===== config.mk =====
export PLATFORM = sky130hd
export DESIGN_NAME = printf_integer_formatter_unit_flat
export DESIGN_NICKNAME = d
export VERILOG_FILES = /design/src/sv/pfmt_pkg.sv /design/src/sv/pfmt_in_if.sv /design/src/sv/pfmt_out_if.sv /design/src/sv/pfmt_ctrl.sv /design/src/sv/pfmt_dp.sv /design/src/sv/printf_integer_formatter_unit.sv /design/src/flat_wrapper.sv
export SDC_FILE = /design/constraint.sdc
export NUM_CORES = 1
export LEC_CHECK = 0
export BUFFER_PORTS_ARGS = -buffer_cell sky130_fd_sc_hd__buf_2
export CORE_UTILIZATION = 35
export CTS_BUF_LIST = sky130_fd_sc_hd__clkbuf_8 sky130_fd_sc_hd__clkbuf_16
export CTS_CLUSTER_SIZE = 25
export DETAILED_ROUTE_END_ITERATION = 16
export SYNTH_ARGS = -nofsm -noshare
export SYNTH_HDL_FRONTEND = slang
export SYNTH_SLANG_ARGS = --single-unit

===== constraint.sdc =====
create_clock -name clk -period 6.67 [get_ports clk]
set_clock_uncertainty 0.05 [all_clocks]
set_input_delay 0.667 -clock clk [delete_from_list [all_inputs] [get_ports clk]]
set_output_delay 0.667 -clock clk [all_outputs]
set_load 0.1 [all_outputs]

===== src/sv/pfmt_pkg.sv =====
`timescale 1ns / 1ps
`default_nettype none
// ----------------------------------------------------------------------------
// pfmt_pkg: shared types and constants
// Character codes, controller/datapath command and status types, digit lookup.
// ----------------------------------------------------------------------------
package pfmt_pkg;

  localparam int unsigned PFMT_MAX_LENGTH = 32'd65535;

  localparam int CHAR_W     = 8;
  localparam int ARG_W      = 32;
  localparam int LEN_W      = 16;
  localparam int WIDTH_W    = 4;
  localparam int DEC_DIGITS = 10;
  localparam int DIG_W      = $clog2(DEC_DIGITS);
  localparam int BCD_W      = 4 * DEC_DIGITS;
  localparam int BITCNT_W   = $clog2(ARG_W);

  localparam logic [CHAR_W-1:0] CH_NUL     = 8'h00;
  localparam logic [CHAR_W-1:0] CH_PERCENT = 8'h25;
  localparam logic [CHAR_W-1:0] CH_ZERO    = 8'h30;
  localparam logic [CHAR_W-1:0] CH_ONE     = 8'h31;
  localparam logic [CHAR_W-1:0] CH_NINE    = 8'h39;
  localparam logic [CHAR_W-1:0] CH_DEC     = 8'h64;
  localparam logic [CHAR_W-1:0] CH_HEX_LO  = 8'h78;
  localparam logic [CHAR_W-1:0] CH_HEX_UP  = 8'h58;
  localparam logic [CHAR_W-1:0] CH_PTR     = 8'h70;
  localparam logic [CHAR_W-1:0] CH_MINUS   = 8'h2d;
  localparam logic [CHAR_W-1:0] CH_SPACE   = 8'h20;
  localparam logic [CHAR_W-1:0] CH_LOWER_A = 8'h57;  // 'a' - 10
  localparam logic [CHAR_W-1:0] CH_UPPER_A = 8'h37;  // 'A' - 10

  // pointer form: fixed 8 hex digits, zero padded
  localparam logic [WIDTH_W-1:0] PTR_DIGITS = 4'd8;

  typedef enum logic [2:0] {
    ST_IDLE, ST_CONV, ST_SETUP, ST_PFX0, ST_PFX1, ST_SIGN, ST_PAD, ST_DIGIT
  } state_t;

  typedef enum logic [3:0] {
    CK_NUL, CK_PERCENT, CK_ZERO, CK_WIDTH, CK_DEC, CK_HEX_LO, CK_HEX_UP,
    CK_PTR, CK_OTHER
  } char_kind_t;

  typedef enum logic [2:0] {
    SP_NONE, SP_OPEN, SP_ZERO, SP_WIDTH, SP_CLOSE, SP_RESET
  } spec_op_t;

  typedef enum logic [2:0] {
    EM_NONE, EM_INPUT, EM_TERM, EM_ZERO, EM_X, EM_SIGN, EM_PAD, EM_DIGIT
  } emit_t;

  typedef struct packed {
    logic     accept;
    spec_op_t spec_op;
    logic     load_conv;
    logic     conv_step;
    logic     setup;
    emit_t    emit;
    logic     last;
  } cmd_t;

  typedef struct packed {
    logic       in_valid;
    logic       in_spec;
    char_kind_t kind;
    logic       slot_free;
    logic       conv_done;
    logic       neg;
    logic       pad_zero;
    logic       dig_last;
  } stat_t;

  function automatic logic [CHAR_W-1:0] digit_char(input logic [3:0] d,
                                                   input logic upper);
    logic [CHAR_W-1:0] d_ext;
    d_ext = {4'h0, d};
    if (d < 4'd10) begin
      return CH_ZERO + d_ext;
    end
    return (upper ? CH_UPPER_A : CH_LOWER_A) + d_ext;
  endfunction

endpackage
`default_nettype wire


===== src/sv/pfmt_in_if.sv =====
`timescale 1ns / 1ps
`default_nettype none
// ----------------------------------------------------------------------------
// pfmt_in_if: format character channel
// One format byte plus the argument a conversion letter would consume.
// ----------------------------------------------------------------------------
interface pfmt_in_if import pfmt_pkg::*; ();
  logic              valid;
  logic              ready;
  logic [CHAR_W-1:0] fmt_char;
  logic [ARG_W-1:0]  arg_value;

  modport source (output valid, output fmt_char, output arg_value, input ready);
  modport sink   (input valid, input fmt_char, input arg_value, output ready);
endinterface
`default_nettype wire


===== src/sv/pfmt_out_if.sv =====
`timescale 1ns / 1ps
`default_nettype none
// ----------------------------------------------------------------------------
// pfmt_out_if: output character channel
// One formatted character with run/end marks and the final length.
// ----------------------------------------------------------------------------
interface pfmt_out_if import pfmt_pkg::*; ();
  logic              valid;
  logic              ready;
  logic [CHAR_W-1:0] out_char;
  logic              last_of_run;
  logic              string_end;
  logic [LEN_W-1:0]  total_length;

  modport source (output valid, output out_char, output last_of_run,
                  output string_end, output total_length, input ready);
  modport sink   (input valid, input out_char, input last_of_run,
                  input string_end, input total_length, output ready);
endinterface
`default_nettype wire


===== src/sv/pfmt_ctrl.sv =====
`timescale 1ns / 1ps
`default_nettype none
// ----------------------------------------------------------------------------
// pfmt_ctrl: formatter sequencer
// Walks spec parsing, conversion, and character emission for each item.
// ----------------------------------------------------------------------------
module pfmt_ctrl import pfmt_pkg::*; (
  input  logic  clk,
  input  logic  rst,
  input  stat_t stat,
  output cmd_t  cmd
);

  state_t state, state_next;
  logic   fire;

  assign fire = stat.in_valid && stat.slot_free;

  always_ff @(posedge clk) begin
    if (rst) begin
      state <= ST_IDLE;
    end else begin
      state <= state_next;
    end
  end

  always_comb begin
    state_next = state;
    case (state)
      ST_IDLE: begin
        if (fire && stat.in_spec) begin
          case (stat.kind)
            CK_DEC:    state_next = ST_CONV;
            CK_HEX_LO: state_next = ST_SETUP;
            CK_HEX_UP: state_next = ST_SETUP;
            CK_PTR:    state_next = ST_PFX0;
            default:   state_next = ST_IDLE;
          endcase
        end
      end
      ST_CONV:  if (stat.conv_done) state_next = ST_SETUP;
      ST_SETUP: state_next = stat.neg ? ST_SIGN : ST_PAD;
      ST_PFX0:  if (stat.slot_free) state_next = ST_PFX1;
      ST_PFX1:  if (stat.slot_free) state_next = ST_SETUP;
      ST_SIGN:  if (stat.slot_free) state_next = ST_PAD;
      ST_PAD:   if (stat.pad_zero) state_next = ST_DIGIT;
      ST_DIGIT: if (stat.slot_free && stat.dig_last) state_next = ST_IDLE;
      default:  state_next = ST_IDLE;
    endcase
  end

  always_comb begin
    cmd = '0;
    case (state)
      ST_IDLE: begin
        cmd.accept = stat.slot_free;
        if (fire) begin
          if (stat.kind == CK_NUL) begin
            cmd.spec_op = SP_RESET;
            cmd.emit    = EM_TERM;
            cmd.last    = 1'b1;
          end else if (!stat.in_spec) begin
            if (stat.kind == CK_PERCENT) begin
              cmd.spec_op = SP_OPEN;
            end else begin
              cmd.emit = EM_INPUT;
              cmd.last = 1'b1;
            end
          end else begin
            case (stat.kind)
              CK_ZERO:  cmd.spec_op = SP_ZERO;
              CK_WIDTH: cmd.spec_op = SP_WIDTH;
              CK_DEC, CK_HEX_LO, CK_HEX_UP, CK_PTR: begin
                cmd.spec_op   = SP_CLOSE;
                cmd.load_conv = 1'b1;
              end
              default: begin
                cmd.spec_op = SP_CLOSE;
                cmd.emit    = EM_INPUT;
                cmd.last    = 1'b1;
              end
            endcase
          end
        end
      end
      ST_CONV:  cmd.conv_step = 1'b1;
      ST_SETUP: cmd.setup = 1'b1;
      ST_PFX0:  if (stat.slot_free) cmd.emit = EM_ZERO;
      ST_PFX1:  if (stat.slot_free) cmd.emit = EM_X;
      ST_SIGN:  if (stat.slot_free) cmd.emit = EM_SIGN;
      ST_PAD:   if (stat.slot_free && !stat.pad_zero) cmd.emit = EM_PAD;
      ST_DIGIT: begin
        if (stat.slot_free) begin
          cmd.emit = EM_DIGIT;
          cmd.last = stat.dig_last;
        end
      end
      default: cmd = '0;
    endcase
  end

endmodule
`default_nettype wire


===== src/sv/pfmt_dp.sv =====
`timescale 1ns / 1ps
`default_nettype none
// ----------------------------------------------------------------------------
// pfmt_dp: formatter datapath
// Spec registers, shift-add-3 binary to BCD, digit/pad counters, output slot.
// ----------------------------------------------------------------------------
module pfmt_dp import pfmt_pkg::*; #(
  parameter int unsigned MAX_LENGTH = PFMT_MAX_LENGTH
) (
  input  logic              clk,
  input  logic              rst,
  input  cmd_t              cmd,
  output stat_t             stat,
  pfmt_in_if.sink           fmt_in,
  pfmt_out_if.source        res_out
);

  localparam int CNT_W = $clog2(64'(MAX_LENGTH) + 64'd1);
  localparam int TL_W  = (CNT_W < LEN_W) ? CNT_W : LEN_W;
  localparam logic [CNT_W-1:0] CNT_MAX = CNT_W'(MAX_LENGTH);

  // spec state
  logic                in_spec;
  logic                zero_pad;
  logic [WIDTH_W-1:0]  field_width;
  logic [CNT_W-1:0]    char_count;

  // conversion state
  logic [BCD_W-1:0]    bcd;
  logic [ARG_W-1:0]    bin;
  logic [BITCNT_W-1:0] bit_cnt;
  logic                neg;
  logic                upper;
  logic [CHAR_W-1:0]   pad_char;
  logic [WIDTH_W-1:0]  conv_width;
  logic [WIDTH_W-1:0]  pad_cnt;
  logic [DIG_W-1:0]    dig_idx;

  // output slot
  logic                out_valid;
  logic [CHAR_W-1:0]   out_char;
  logic                out_last;
  logic                out_end;
  logic [LEN_W-1:0]    out_len;

  char_kind_t          kind;
  logic [BCD_W-1:0]    bcd_adj;
  logic [DIG_W-1:0]    top_idx;
  logic [WIDTH_W:0]    need;
  logic [WIDTH_W-1:0]  pad_calc;
  logic [CHAR_W-1:0]   emit_char;
  logic                slot_free;

  assign slot_free = !out_valid || res_out.ready;

  always_comb begin
    if (fmt_in.fmt_char == CH_NUL) begin
      kind = CK_NUL;
    end else if (fmt_in.fmt_char == CH_PERCENT) begin
      kind = CK_PERCENT;
    end else if (fmt_in.fmt_char == CH_ZERO) begin
      kind = CK_ZERO;
    end else if (fmt_in.fmt_char >= CH_ONE && fmt_in.fmt_char <= CH_NINE) begin
      kind = CK_WIDTH;
    end else if (fmt_in.fmt_char == CH_DEC) begin
      kind = CK_DEC;
    end else if (fmt_in.fmt_char == CH_HEX_LO) begin
      kind = CK_HEX_LO;
    end else if (fmt_in.fmt_char == CH_HEX_UP) begin
      kind = CK_HEX_UP;
    end else if (fmt_in.fmt_char == CH_PTR) begin
      kind = CK_PTR;
    end else begin
      kind = CK_OTHER;
    end
  end

  // add 3 to every BCD digit of 5 or more before the shift
  always_comb begin
    for (int i = 0; i < DEC_DIGITS; i++) begin
      bcd_adj[4*i +: 4] = (bcd[4*i +: 4] >= 4'd5) ? bcd[4*i +: 4] + 4'd3
                                                   : bcd[4*i +: 4];
    end
  end

  // highest nonzero digit; zero still prints one digit
  always_comb begin
    top_idx = '0;
    for (int i = 0; i < DEC_DIGITS; i++) begin
      if (bcd[4*i +: 4] != 4'd0) top_idx = DIG_W'(i);
    end
  end

  assign need     = (WIDTH_W+1)'(top_idx) + (WIDTH_W+1)'(1) + (WIDTH_W+1)'(neg);
  assign pad_calc = ({1'b0, conv_width} > need)
                    ? WIDTH_W'({1'b0, conv_width} - need) : '0;

  always_comb begin
    case (cmd.emit)
      EM_INPUT: emit_char = fmt_in.fmt_char;
      EM_ZERO:  emit_char = CH_ZERO;
      EM_X:     emit_char = CH_HEX_LO;
      EM_SIGN:  emit_char = CH_MINUS;
      EM_PAD:   emit_char = pad_char;
      EM_DIGIT: emit_char = digit_char(bcd[{dig_idx, 2'b00} +: 4], upper);
      default:  emit_char = CH_NUL;
    endcase
  end

  always_ff @(posedge clk) begin
    if (rst) begin
      in_spec     <= 1'b0;
      zero_pad    <= 1'b0;
      field_width <= '0;
      char_count  <= '0;
    end else begin
      case (cmd.spec_op)
        SP_OPEN: begin
          in_spec     <= 1'b1;
          zero_pad    <= 1'b0;
          field_width <= '0;
        end
        SP_ZERO:  zero_pad <= 1'b1;
        SP_WIDTH: field_width <= fmt_in.fmt_char[WIDTH_W-1:0];
        SP_CLOSE: in_spec <= 1'b0;
        SP_RESET: begin
          in_spec     <= 1'b0;
          zero_pad    <= 1'b0;
          field_width <= '0;
        end
        default: in_spec <= in_spec;
      endcase
      if (cmd.spec_op == SP_RESET) begin
        char_count <= '0;
      end else if (cmd.emit != EM_NONE && char_count != CNT_MAX) begin
        char_count <= char_count + CNT_W'(1);
      end
    end
  end

  always_ff @(posedge clk) begin
    if (cmd.load_conv) begin
      neg        <= (kind == CK_DEC) && fmt_in.arg_value[ARG_W-1];
      upper      <= (kind == CK_HEX_UP);
      pad_char   <= (kind == CK_PTR || zero_pad) ? CH_ZERO : CH_SPACE;
      conv_width <= (kind == CK_PTR) ? PTR_DIGITS : field_width;
      bin        <= fmt_in.arg_value[ARG_W-1] ? (~fmt_in.arg_value + ARG_W'(1))
                                              : fmt_in.arg_value;
      bcd        <= (kind == CK_DEC) ? '0 : BCD_W'(fmt_in.arg_value);
      bit_cnt    <= '0;
    end else if (cmd.conv_step) begin
      bcd     <= {bcd_adj[BCD_W-2:0], bin[ARG_W-1]};
      bin     <= {bin[ARG_W-2:0], 1'b0};
      bit_cnt <= bit_cnt + BITCNT_W'(1);
    end
    if (cmd.setup) begin
      pad_cnt <= pad_calc;
      dig_idx <= top_idx;
    end else begin
      if (cmd.emit == EM_PAD) pad_cnt <= pad_cnt - WIDTH_W'(1);
      if (cmd.emit == EM_DIGIT) dig_idx <= dig_idx - DIG_W'(1);
    end
  end

  always_ff @(posedge clk) begin
    if (rst) begin
      out_valid <= 1'b0;
    end else if (cmd.emit != EM_NONE) begin
      out_valid <= 1'b1;
    end else if (res_out.ready) begin
      out_valid <= 1'b0;
    end
  end

  always_ff @(posedge clk) begin
    if (cmd.emit != EM_NONE) begin
      out_char <= emit_char;
      out_last <= cmd.last;
      out_end  <= (cmd.emit == EM_TERM);
      out_len  <= (cmd.emit == EM_TERM) ? LEN_W'(char_count[TL_W-1:0]) : '0;
    end
  end

  assign fmt_in.ready         = cmd.accept;
  assign res_out.valid        = out_valid;
  assign res_out.out_char     = out_char;
  assign res_out.last_of_run  = out_last;
  assign res_out.string_end   = out_end;
  assign res_out.total_length = out_len;

  assign stat.in_valid  = fmt_in.valid;
  assign stat.in_spec   = in_spec;
  assign stat.kind      = kind;
  assign stat.slot_free = slot_free;
  assign stat.conv_done = (bit_cnt == BITCNT_W'(ARG_W - 1));
  assign stat.neg       = neg;
  assign stat.pad_zero  = (pad_cnt == '0);
  assign stat.dig_last  = (dig_idx == '0);

  // the sequencer never overwrites a result that is still waiting
  a_no_overwrite: assert property (@(posedge clk) disable iff (rst)
    cmd.emit != EM_NONE |-> slot_free)
    else $error("result slot overwritten");

  // terminator clears the running length
  a_term_clears: assert property (@(posedge clk) disable iff (rst)
    cmd.emit == EM_TERM |=> char_count == '0)
    else $error("length not cleared after terminator");

  // padding only while pad characters remain
  a_pad_bound: assert property (@(posedge clk) disable iff (rst)
    cmd.emit == EM_PAD |-> pad_cnt != '0)
    else $error("pad counter underflow");

  // running length saturates
  a_len_sat: assert property (@(posedge clk) disable iff (rst)
    char_count <= CNT_MAX)
    else $error("length beyond saturation limit");

  // input is only taken while no conversion is in flight
  a_accept_idle: assert property (@(posedge clk) disable iff (rst)
    cmd.accept |-> !cmd.conv_step && !cmd.setup)
    else $error("item taken during conversion");

endmodule
`default_nettype wire


===== src/sv/printf_integer_formatter_unit.sv =====
`timescale 1ns / 1ps
`default_nettype none
// ----------------------------------------------------------------------------
// printf_integer_formatter_unit: streaming integer formatter
// Parses a format string byte by byte and emits formatted characters.
// ----------------------------------------------------------------------------
//
// Channel   Dir  Payload                                        Accept
// fmt_in    in   fmt_char[7:0], arg_value[31:0]                 valid & ready
// res_out   out  out_char[7:0], last_of_run, string_end,        valid & ready
//                total_length[15:0]
//
// Items: literal, flag, width and terminator bytes are handled in the idle state.
// A hex conversion runs setup, pad and digit states; 'p' adds the "0x" prefix.
// A decimal conversion first runs the shift-add-3 BCD conversion over all 32
// argument bits (one argument bit a cycle), then emits up to 11 characters.
// Reset: synchronous; spec state, length count, sequencer and output slot clear.
// Stalls: one output register; the sequencer holds while it is full and not
// being taken, and fmt_in is ready only between items with that slot free.
//
module printf_integer_formatter_unit import pfmt_pkg::*; #(
  parameter int unsigned MAX_LENGTH = PFMT_MAX_LENGTH
) (
  input  wire logic  clk,
  input  wire logic  rst,
  pfmt_in_if.sink    fmt_in,
  pfmt_out_if.source res_out
);

  // command / status between sequencer and datapath
  cmd_t  cmd;
  stat_t stat;

  // sequencer: idle/parse, BCD conversion, setup, prefix, sign, pad, digit states
  pfmt_ctrl u_ctrl (
    .clk  (clk),
    .rst  (rst),
    .stat (stat),
    .cmd  (cmd)
  );

  // datapath: spec registers, converter, counters and the output slot
  pfmt_dp #(
    .MAX_LENGTH (MAX_LENGTH)
  ) u_dp (
    .clk     (clk),
    .rst     (rst),
    .cmd     (cmd),
    .stat    (stat),
    .fmt_in  (fmt_in),
    .res_out (res_out)
  );

endmodule
`default_nettype wire


===== src/flat_wrapper.sv =====
// flat-port wrapper written by rule: the top's interface ports become plain ports
module printf_integer_formatter_unit_flat import pfmt_pkg::*;
#(
  parameter int unsigned MAX_LENGTH = PFMT_MAX_LENGTH
)
  (clk, rst, fmt_in_valid, fmt_in_fmt_char, fmt_in_arg_value, fmt_in_ready, res_out_valid, res_out_out_char, res_out_last_of_run, res_out_string_end, res_out_total_length, res_out_ready);
  pfmt_in_if fmt_in_i ();
  pfmt_out_if res_out_i ();
  input  wire logic clk;
  input  wire logic rst;
  input wire logic [$bits(fmt_in_i.valid)-1:0] fmt_in_valid;
  input wire logic [$bits(fmt_in_i.fmt_char)-1:0] fmt_in_fmt_char;
  input wire logic [$bits(fmt_in_i.arg_value)-1:0] fmt_in_arg_value;
  output wire logic [$bits(fmt_in_i.ready)-1:0] fmt_in_ready;
  output wire logic [$bits(res_out_i.valid)-1:0] res_out_valid;
  output wire logic [$bits(res_out_i.out_char)-1:0] res_out_out_char;
  output wire logic [$bits(res_out_i.last_of_run)-1:0] res_out_last_of_run;
  output wire logic [$bits(res_out_i.string_end)-1:0] res_out_string_end;
  output wire logic [$bits(res_out_i.total_length)-1:0] res_out_total_length;
  input wire logic [$bits(res_out_i.ready)-1:0] res_out_ready;
  assign fmt_in_i.valid = fmt_in_valid;
  assign fmt_in_i.fmt_char = fmt_in_fmt_char;
  assign fmt_in_i.arg_value = fmt_in_arg_value;
  assign fmt_in_ready = fmt_in_i.ready;
  assign res_out_valid = res_out_i.valid;
  assign res_out_out_char = res_out_i.out_char;
  assign res_out_last_of_run = res_out_i.last_of_run;
  assign res_out_string_end = res_out_i.string_end;
  assign res_out_total_length = res_out_i.total_length;
  assign res_out_i.ready = res_out_ready;
  printf_integer_formatter_unit #(.MAX_LENGTH(MAX_LENGTH)) u_core (.clk(clk), .rst(rst), .fmt_in(fmt_in_i), .res_out(res_out_i));
endmodule

== Word-level counts from Yosys, hierarchy flattened ==
Cells that the tools add are included.

* Flip-flop bits (word level): 151
* Bits of input ports: 44
* Output and inout bits: 28
* Word-level logic and storage cells: 219

* Add/subtract/negate cells: 20
* $lt $le $gt $ge: 14
* Equal/unequal tests: 41
* Shift-type cells: 1
* Muxes and demuxes: 83
* Bitwise logic cells: 1
* Reductions and logical operators: 40

{| class="wikitable"
|+ Operator list
! cell !! count
|-
| $mux W4 || 35
|-
| $mux W32 || 4
|-
| $mux W40 || 2
|-
| $pmux W8 S6 || 1
|-
| $ge A4 B3 Y1 const B || 10
|-
| $shiftx A40 B7 Y4 || 1
|-
| $mux W3 || 13
|-
| $add A4 B2 Y4 const B || 9
|-
| $reduce_bool A4 Y1 || 9
|-
| $add A32 B1 Y32 const B || 1
|-
| $eq A8 B7 Y1 const B || 4
|-
| $not A32 Y32 || 1
|-
| $eq A3 B3 Y1 const B || 10
|-
| $pmux W3 S8 || 1
|-
| $eq A3 B2 Y1 const B || 6
|-
| $pmux W3 S6 || 1
|-
| $add A16 B1 Y16 const B || 1
|-
| $eq A4 B3 Y1 const B || 4
|-
| $eq A8 B6 Y1 const B || 2
|-
| $mux W8 || 2
|-
| $ne A16 B16 Y1 const B || 1
|-
| $reduce_bool A2 Y1 || 7
|-
| $logic_not A4 Y1 || 3
|-
| $ne A2 B2 Y1 const B || 6
|-
| 35 further kinds || 66
|}

== Depth between registers and ports, before layout ==
Gate-level depths: netlist (run 1).

* Depth in word-level cells: 20
* Gate-level depth with buffers: 18
* Depth with buffers taken out: 18

== Cells and area by module ==
A second synthesis (run 1) with hierarchy kept.

* Cells, all modules: 923
* Area total of the unflattened synthesis: 8800.9 µm²

{| class="wikitable"
|+ By module, submodules not included
! module !! times used !! cells an instance !! area an instance (µm²) !! seq. area each (µm²)
|-
| pfmt_dp || 1 || 847 || 8315.5 || 3953.8
|-
| pfmt_ctrl || 1 || 76 || 485.5 || 60.1
|}

== Least setup slack after synthesis (run 1) ==
OpenSTA, ideal clock, no wires.

* Path kind: reg2reg
* Start: reg u_core.u_dp.out_valid, in the netlist u_core.u_dp.res_out.valid
* End: reg u_core.u_dp.bcd[0], enable pin
* Library setup time: 0.746 ns
* Arrival: 3.429 ns
* Required time: 5.874 ns
* Slack: 2.445 ns
* Cell stages (with the launch flop): 8
* Path buffers: 3
* Period minus slack after synthesis: 4.225 ns
* Cells stage by stage: dfxtp_1 nand2b_1 and3_1 clkbuf_1 nand3_1 clkbuf_1 clkbuf_1 nand2_1

* Cells in the longest elaborated chain, start to end: 6

{| class="wikitable"
|+ Ends and longest elaborated chain
! item !! RTL line !! source
|-
| from (decl) || pfmt_dp.sv:40 || <nowiki>logic out_valid;</nowiki>
|-
| from (signal assigned) || pfmt_dp.sv:167 || <nowiki>out_valid <= 1'b0;</nowiki>
|-
| from (signal assigned) || pfmt_dp.sv:169 || <nowiki>out_valid <= 1'b1;</nowiki>
|-
| from (signal assigned) || pfmt_dp.sv:171 || <nowiki>out_valid <= 1'b0;</nowiki>
|-
| $logic_not A1 Y1 || pfmt_dp.sv:54 || <nowiki>assign slot_free = !out_valid || res_out.ready;</nowiki>
|-
| $logic_or A1 B1 Y1 || pfmt_dp.sv:54 ||
|-
| $logic_and A1 B1 Y1 || pfmt_ctrl.sv:17 || <nowiki>assign fire = stat.in_valid && stat.slot_free;</nowiki>
|-
| $mux W4 || pfmt_ctrl.sv:57 || <nowiki>if (fire) begin</nowiki>
|-
| $mux W5 || pfmt_ctrl.sv:54 || <nowiki>case (state)</nowiki>
|-
| $reduce_bool A2 Y1 (no source line) || - ||
|-
| to (signal assigned) || pfmt_dp.sv:149 || <nowiki>bcd <= (kind == CK_DEC) ? '0 : BCD_W'(fmt_in.arg_value);</nowiki>
|-
| to (signal assigned) || pfmt_dp.sv:152 || <nowiki>bcd <= {bcd_adj[BCD_W-2:0], bin[ARG_W-1]};</nowiki>
|-
| to (decl) || pfmt_dp.sv:29 || <nowiki>logic [BCD_W-1:0] bcd;</nowiki>
|}

No other way between the ends.
A chain may end at the register's enable or synchronous reset.

== Worst setup path after layout (run 1) ==
* Start: reg u_core.u_dp.bcd[8]
* End: reg u_core.u_dp.pad_cnt[2] (data pin)

* Cells in the longest elaborated chain, start to end: 14
* Elaborated cells on any way between the ends: 15
* Those cells by class: 3 x add/sub; 1 x order compare; 10 x mux; 1 x reduce/logical

{| class="wikitable"
|+ Ends and longest elaborated chain
! item !! RTL line !! source
|-
| $reduce_bool A4 Y1 (*) || pfmt_dp.sv:90 || <nowiki>if (bcd[4*i +: 4] != 4'd0) top_idx = DIG_W'(i);</nowiki>
|-
| $mux W4 (*) (8 in a row) || pfmt_dp.sv:90 ||
|-
| $add A4 B1 Y5 (*) || pfmt_dp.sv:94 || <nowiki>assign need = (WIDTH_W+1)'(top_idx) + (WIDTH_W+1)'(1) + (WIDTH_W+1)'(neg);</nowiki>
|-
| $add A5 B1 Y5 (*) || pfmt_dp.sv:94 ||
|-
| $sub A4 B4 Y4 / $gt A4 B5 Y1 (equally long branches) || pfmt_dp.sv:96, pfmt_dp.sv:95 ||
|-
| $mux W4 (*) || pfmt_dp.sv:96 || <nowiki>? WIDTH_W'({1'b0, conv_width} - need) : '0;</nowiki>
|-
| $mux W4 (*) || pfmt_dp.sv:156 || <nowiki>if (cmd.setup) begin</nowiki>
|-
| to (signal assigned) || pfmt_dp.sv:157 || <nowiki>pad_cnt <= pad_calc;</nowiki>
|-
| to (signal assigned) || pfmt_dp.sv:160 || <nowiki>if (cmd.emit == EM_PAD) pad_cnt <= pad_cnt - WIDTH_W'(1);</nowiki>
|-
| to (decl) || pfmt_dp.sv:36 || <nowiki>logic [WIDTH_W-1:0] pad_cnt;</nowiki>
|}

Mark *: on every way between the ends. The rest lies on a longest branch, timed or not.

==> results.sh, run 1 <==
export IMPL_status="finished, final reports clean"
export IMPL_cp_arrival_ns=3.85
export IMPL_hpwl_um=15500
export IMPL_gp_congestion=0.869
export IMPL_synthArstFlopShare=0
export IMPL_synth_seq_cells=144
export IMPL_routedWlPerCell_um=16.7
export IMPL_setup_viol=0
export IMPL_syn_nets=1018
export IMPL_grt_usage=0.173
export IMPL_finalHoldViolations=0
export IMPL_p_int_uw=1530
export IMPL_fin_setup_tns_ns=0
export IMPL_power_switching_uw=560
export IMPL_start_kind="flip-flop"
export IMPL_dieArea_sq_um=26100
export IMPL_drc_errors=0
export IMPL_grt_overflow=0
export IMPL_path_common_cell="ha_1"
export IMPL_ir_worst_vdd_uv=106
export IMPL_final_core_util=0.402
export IMPL_die_h_um=162
export IMPL_synthToLayoutAreaGrowth_pct=13.3
export IMPL_path_delay_family="compound AO/OA/AOI/OAI gates"
export IMPL_p_clk_frac=0.438
export IMPL_instances_no_fill=1328
export IMPL_ant_nets=0
export IMPL_fillerInstances=2519
export IMPL_max_freq_mhz=267
export IMPL_drt_iter0_drc=667
export IMPL_grt_start_max_net_pins=73
export IMPL_worstPathMaxFanout=5
export IMPL_syn_area_per_cell_sq_um=9.51
export IMPL_tritoncts="yes"
export IMPL_dpl_worst_slack_ns=2.92
export IMPL_cts_buffer_depth=2
export IMPL_cp_required_ns=6.77
export IMPL_timing_max_cap_violations=0
export IMPL_comb_power_share=0.091
export IMPL_core_sq_um=25100
export IMPL_worst_pin_slew_ns=1.24
export IMPL_io_pins=72
export IMPL_num_vias=7231
export IMPL_numClockSinks=144
export IMPL_finalWorstSetupSlack_ns=2.92
export IMPL_drtPass1Iterations=5
export IMPL_numCtsBuffers=17
export IMPL_row_count=58
export IMPL_root_buffer="clkbuf_16"
export IMPL_slew_violations=0
export IMPL_via_per_inst=5.45
export IMPL_slowest_delay_ns=0.47
export IMPL_drive_gt1_frac=0.136
export IMPL_cp_slowest_cell="o311ai_0"
export IMPL_min_path_type="flip-flop to flip-flop"
export IMPL_post_cts_buffers=0
export IMPL_dp_cells=1296
export IMPL_seq_power_share=0.471
export IMPL_antenna_found_initial=0
export IMPL_fin_crit_sh=0.562
export IMPL_cts_resized=0
export IMPL_power_density_nw_per_um2=207
export IMPL_layout_common_cells="edfxtp_1, o21ai_0, nand2_1, buf_2, nor2_1"
export IMPL_clock_latency_ns=0.44
export IMPL_fin_crit_ns=3.75
export IMPL_antenna_cells=0
export IMPL_path_class="flip-flop to flip-flop"
export IMPL_final_common_cell="edfxtp_1"
export IMPL_grt_pass1_wl_um=35800
export IMPL_synthFlopType="edfxtp_1"
export IMPL_p_sw_frac=0.268
export IMPL_portBuffers=71
export IMPL_crit_path_cell_trace="inv_1 > ha_1 > nand2b_1 > o311ai_0 > a21oi_1 > o21bai_1 > a31oi_1 > ha_1 > inv_1 > ha_1 > inv_1 > ha_1 > nor2b_1 > o21ai_0 > nand2b_1 > a21oi_1 > nand3b_1 > o22ai_1"
export IMPL_slew_limit_headroom=0.174
export IMPL_first_global_vias=6995
export IMPL_postCtsHoldBufs=0
export IMPL_path_buf_inv=3
export IMPL_synth_area_sq_um=8910
export IMPL_fp_dieW_um=162
export IMPL_synth_edf_count=113
export IMPL_routed_wl_um=22200
export IMPL_ys_warn_count=0
export IMPL_endpoint_kind="flip-flop"
export IMPL_initial_core_util=0.355
export IMPL_clkTransAtPathRegs_ns=0.07
export IMPL_nets=1066
export IMPL_rsz0062_at_grt="no"
export IMPL_power_uw=2090
export IMPL_htree_levels=4
export IMPL_syn_inst=937
export IMPL_synth_seq_area_share=0.450
export IMPL_leakage_uw=0.00383
export IMPL_synth_distinct_cells=65
## tightest hold or removal path: stages (launching register included)
cell and delay [ns]:
dfxtp_1 0.31, nand2_1 0.05, a21oi_1 0.05
## power by group through the flow
stage                     combinational (uW)  clock (uW)  sequential, uW
after global routing                     204         959             985
after global placement                   189           0            1000
final                                    191         915             984
after CTS                                190         926             985
after detailed placement                 190           0            1000
after floorplan                         66.6           0            1070
## cells by family (layout without fill, tap and decap cells)
family	Yosys count	after routing	share of synthesized area
simple gates	332	332	0.189
xor+xnor	56	56	0.0550
mux	34	34	0.0417
buf+inv	90	151	0.0390
flops	144	144	0.450
compound gates	244	244	0.172
fa+ha+maj	37	37	0.0528
## registers in the layout, summed over array words and instances (netlist names), 4 cells and up
signal                            flops
u_core.u_dp.res_out.out_char          8
u_core.u_dp.char_count               16
u_core.u_dp.dig_idx                   4
u_core.u_dp.bit_cnt                   5
u_core.u_dp.field_width               4
u_core.u_dp.bin                      32
u_core.u_dp.conv_width                4
u_core.u_dp.bcd                      40
u_core.u_dp.pad_cnt                   4
u_core.u_dp.res_out.total_length     16
## final timing paths
check                                           start                                  end  slack [ns]  cells past startpoint
setup / recovery         u_core.u_dp.bcd[8]$_DFFE_PP_     u_core.u_dp.pad_cnt[2]$_DFFE_PP_        2.92                     18
hold / removal    u_core.u_dp.bit_cnt[4]$_SDFFE_PP0P_  u_core.u_dp.bit_cnt[4]$_SDFFE_PP0P_        0.41                      2
setup reg to reg         u_core.u_dp.bcd[8]$_DFFE_PP_     u_core.u_dp.pad_cnt[2]$_DFFE_PP_        2.92                     18
hold reg to reg   u_core.u_dp.bit_cnt[4]$_SDFFE_PP0P_  u_core.u_dp.bit_cnt[4]$_SDFFE_PP0P_        0.41                      2
## synthesized netlist by cell type, drive strengths merged (3+ instances only)
master / instances / area share
o21bai: 3 / 0.0025
o21ai: 91 / 0.051
or2: 18 / 0.013
xor2: 40 / 0.039
ha: 36 / 0.051
or3b: 3 / 0.0029
and2: 7 / 0.0049
o221ai: 5 / 0.0049
a211oi: 10 / 0.0084
a31oi: 6 / 0.0042
nand3: 50 / 0.028
nor3b: 16 / 0.013
inv: 43 / 0.018
o211ai: 5 / 0.0042
and3: 22 / 0.015
a21boi: 3 / 0.0025
mux2i: 30 / 0.034
buf: 5 / 0.0032
or4: 5 / 0.0051
dfxtp: 31 / 0.070
nor3: 12 / 0.0067
nand2: 85 / 0.036
clkbuf: 42 / 0.018
nand4: 9 / 0.0063
xnor2: 16 / 0.016
nor2b: 5 / 0.0035
nand2b: 19 / 0.013
a21oi: 52 / 0.029
o21a: 6 / 0.0051
edfxtp: 113 / 0.38
o22ai: 9 / 0.0063
a21o: 3 / 0.0025
o31ai: 18 / 0.015
a22o: 5 / 0.0049
or3: 8 / 0.0056
o41ai: 9 / 0.011
nor2: 65 / 0.027
## area by class of cell
type	count	area (sq um)	share of cell area
clock inverter	13	86.3	0.00855
clock buffer	19	464	0.0460
sequential	144	4010	0.398
multi-input combinational	703	4560	0.452
inverter	43	161	0.0160
tap	330	413	0.0409
timing repair buffer	76	393	0.0389
## metal layers
metal  GRT usage  up-vias  routed length, um
li1            -     3545                  -
met1       0.232     3485              10600
met2       0.282      175              10300
met3      0.0303       26                988
met4      0.0515        0                269
met5           0        -                  0
## through the flow
step	hold slack, ns	cell area [sq um]
final	0.411	10100
after floorplan	0.378	8910
after global placement	0.398	9540
after CTS	0.415	10100
after detailed placement	0.406	9540
after global routing	0.447	10100
Power figures use the tool's default switching activity.
==> run 2: changes to the inputs <==
--- a/config.mk
+++ b/config.mk
@@ -5,6 +5,7 @@
 export SDC_FILE = /design/constraint.sdc
 export NUM_CORES = 1
 export LEC_CHECK = 0
+export ABC_AREA = 1
 export BUFFER_PORTS_ARGS = -buffer_cell sky130_fd_sc_hd__buf_2
 export CORE_UTILIZATION = 35
 export CTS_BUF_LIST = sky130_fd_sc_hd__clkbuf_8 sky130_fd_sc_hd__clkbuf_16
==> constraint.sdc (replaced) <==
create_clock -name clk -period 3.17 [get_ports clk]
set_clock_uncertainty 0.05 [all_clocks]
set_input_delay 0.317 -clock clk [delete_from_list [all_inputs] [get_ports clk]]
set_output_delay 0.317 -clock clk [all_outputs]
set_load 0.1 [all_outputs]
==> run 2 against run 1 <==
Net effect:
- design area is 10% higher
- register-to-register slack worse by 2.9 ns
- via count is 9.0% higher
- highest routed layer unchanged
==> results.sh, run 2 <==
export IMPL_status="finished, final reports clean"
export IMPL_fin_crit_sh=0.991
export IMPL_portBuffers=71
export IMPL_syn_area_per_cell_sq_um=8.12
export IMPL_num_vias=7885
export IMPL_worst_pin_slew_ns=0.556
export IMPL_hold_depth=3
export IMPL_top_regs="u_core.u_dp.bcd (40), u_core.u_dp.bin (32)"
export IMPL_syn_inst=1171
export IMPL_synth_seq_area_share=0.422
export IMPL_setup_viol=0
export IMPL_syn_nets=1252
export IMPL_postCtsHoldBufs=0
export IMPL_finalWorstSetupSlack_ns=0.0292
export IMPL_yosys_top_cells_area="edfxtp_1, nand2_1, inv_1, dfxtp_1, o21ai_0"
export IMPL_min_path_type="primary input to flip-flop"
export IMPL_power_uw=6890
export IMPL_synth_top_cell_area_share=0.357
export IMPL_clkTransAtPathRegs_ns=0.07
export IMPL_layout_common_cells="nand2_1, inv_1, nor2_1, o21ai_0, edfxtp_1"
export IMPL_tritoncts="yes"
export IMPL_timing_max_cap_violations=0
export IMPL_gp_congestion=0.861
export IMPL_clock_latency_ns=0.44
export IMPL_r2r_start="u_core.u_dp.bcd[4]$_DFFE_PP_"
export IMPL_drt_iter0_drc=564
export IMPL_first_global_vias=7736
export IMPL_initial_core_util=0.361
export IMPL_cts_buffer_depth=2
export IMPL_cp_arrival_ns=3.35
export IMPL_grt_start_max_net_pins=73
export IMPL_synth_distinct_cells=55
export IMPL_worstPathMaxFanout=3
export IMPL_htree_levels=4
export IMPL_grt_pass1_wl_um=37700
export IMPL_seqCellArea_sq_um=4010
export IMPL_numClockSinks=144
export IMPL_largest_register_ffs=40
export IMPL_ir_worst_vdd_uv=317
export IMPL_synthToLayoutAreaGrowth_pct=16.8
export IMPL_endpoint_kind="flip-flop"
export IMPL_path_class="flip-flop to flip-flop"
export IMPL_regMostFlops="u_core.u_dp.bcd"
export IMPL_leakage_uw=0.00474
export IMPL_via_per_inst=4.88
export IMPL_fin_crit_ns=3.14
export IMPL_grt_overflow=0
export IMPL_rsz0062_at_grt="yes"
export IMPL_dpl_worst_slack_ns=-0.185
export IMPL_root_buffer="clkbuf_16"
export IMPL_worstReg2RegEnd="u_core.u_dp.pad_cnt[2]$_DFFE_PP_"
export IMPL_antenna_found_initial=0
export IMPL_routedWlPerCell_um=13.8
export IMPL_cp_required_ns=3.38
export IMPL_power_density_nw_per_um2=620
export IMPL_slew_violations=0
export IMPL_r2r_setup_slack_ns=0.03
export IMPL_fillerInstances=2601
export IMPL_yosysTopAreaCell="edfxtp_1"
export IMPL_nets=1348
export IMPL_max_freq_mhz=318
export IMPL_drc_errors=0
export IMPL_ys_warn_count=0
export IMPL_final_core_util=0.421
export IMPL_synth_area_sq_um=9510
export IMPL_routed_wl_um=22200
export IMPL_numCtsBuffers=17
export IMPL_drtPass1Iterations=5
export IMPL_hpwl_um=16500
export IMPL_antenna_cells=0
export IMPL_core_sq_um=26400
export IMPL_min_to="u_core.u_dp.field_width[0]$_SDFFE_PP0P_"
export IMPL_whs_ns=0.161
export IMPL_start_kind="flip-flop"
export IMPL_die_h_um=167
export IMPL_synthArstFlopShare=0
export IMPL_io_pins=72
export IMPL_r2r_worst_path_cells=20
export IMPL_synthTopCellsByCount="nand2_1, inv_1, nor2_1, o21ai_0, edfxtp_1"
export IMPL_grt_usage=0.167
export IMPL_synthFlopType="edfxtp_1"
export IMPL_row_count=59
export IMPL_finalHoldViolations=0
export IMPL_final_common_cell="nand2_1"
export IMPL_synth_seq_cells=144
export IMPL_ant_nets=0
export IMPL_dieArea_sq_um=27800
export IMPL_multiInputGateArea_sq_um=4710
export IMPL_slew_limit_headroom=0.629
export IMPL_synth_edf_count=113
export IMPL_synth_most_common_cell="nand2_1"
export IMPL_hold_start="fmt_in_fmt_char[0]"
export IMPL_drive_gt1_frac=0.176
export IMPL_fp_dieW_um=167
run 2: cell types whose count changed after synthesis, moves of 15 or more:
cell / delta
and3_1: -20
inv_1: +128
nor3b_1: -16
nand2b_1: -19
o31ai_2: +15
or2_2: -15
mux2i_1: -29
clkbuf_1: -29
o21ai_0: +30
xor2_1: +16
nand2_1: +131
nor2_1: +69
run 2: layer usage:
layer,share of wire,GRT usage,up-vias
met5,0,0,-
met3,0.034,0.0261,29
met4,0.019,0.0576,0
met1,0.48,0.219,3632
li1,-,-,4088
met2,0.46,0.279,136
run 2: cell families after synthesis:
kind of cell | count (synthesis) | share of synthesized area
adder cells (fa/ha/maj) | 37 | 0.0495
flip-flops | 144 | 0.422
AND/OR/NAND/NOR | 480 | 0.228
multiplexers | 3 | 0.00342
AO/OA/AOI/OAI | 232 | 0.148
XOR/XNOR | 60 | 0.0553
buffers and inverters | 215 | 0.0928
run 2: power breakdown:
| part | total, uW | switching, uW | internal, uW | leakage, uW |
|---|---|---|---|---|
| registers | 2660 | 152 | 2510 | 0.00131 |
| logic | 2180 | 1530 | 651 | 0.00314 |
| clock network | 2040 | 968 | 1070 | 0.000296 |
| total | 6890 | 2650 | 4240 | 0.00474 |
run 2: stage by stage:
step | instances | instance area [sq um] | TNS [ns]
3_3_place_gp | 1578 | 10400 | -0.359
2_1_floorplan | 1171 | 9510 | 0
6_report | 1615 | 11100 | 0
4_1_cts | 1612 | 11000 | 0
3_5_place_dp | 1578 | 10400 | -0.656
5_1_grt | 1615 | 11100 | -0.345
run 2: how the worst max path moves through the flow:
stage	slack, ns	cells past startpoint	to	startpoint
2_1_floorplan	0.11	20	u_core.u_dp.pad_cnt[1]$_DFFE_PP_	u_core.u_dp.bcd[4]$_DFFE_PP_
3_3_place_gp	-0.11	20	u_core.u_dp.pad_cnt[1]$_DFFE_PP_	u_core.u_dp.bcd[4]$_DFFE_PP_
3_5_place_dp	-0.19	20	u_core.u_dp.pad_cnt[3]$_DFFE_PP_	u_core.u_dp.bcd[4]$_DFFE_PP_
4_1_cts	0.001	20	u_core.u_dp.pad_cnt[1]$_DFFE_PP_	u_core.u_dp.bcd[4]$_DFFE_PP_
5_1_grt	-0.14	20	u_core.u_dp.pad_cnt[2]$_DFFE_PP_	u_core.u_dp.bcd[4]$_DFFE_PP_
6_report	0.03	20	u_core.u_dp.pad_cnt[2]$_DFFE_PP_	u_core.u_dp.bcd[4]$_DFFE_PP_
run 2: critical path, cell delays in order (launching register included):
cell	delay (ns)
edfxtp_1	0.40
inv_2	0.10
ha_4	0.14
inv_2	0.04
nor3_4	0.14
nor3_2	0.06
o21ai_1	0.12
nand2_1	0.08
nand2_1	0.07
a21oi_2	0.05
nor2_2	0.11
ha_2	0.19
inv_2	0.05
ha_4	0.15
xor2_1	0.15
ha_1	0.35
nand2_1	0.08
o21ai_2	0.15
a21o_1	0.17
nand2_1	0.06
o31ai_1	0.24
run 2: cell type report:
class / count / area share
clock buffers: 17 / 0.0383
clock inverters: 15 / 0.0159
inverters: 183 / 0.0625
multi-input cells: 812 / 0.424
flip-flops and latches: 144 / 0.361
well taps: 335 / 0.0377
repair buffers: 109 / 0.0599
run 2: what timing repair did:
action	4_1_cts	5_1_grt
setup buffers	2	3
endpoints found under the setup margin	4	4
resized for setup	13	13
pin swaps	9	13
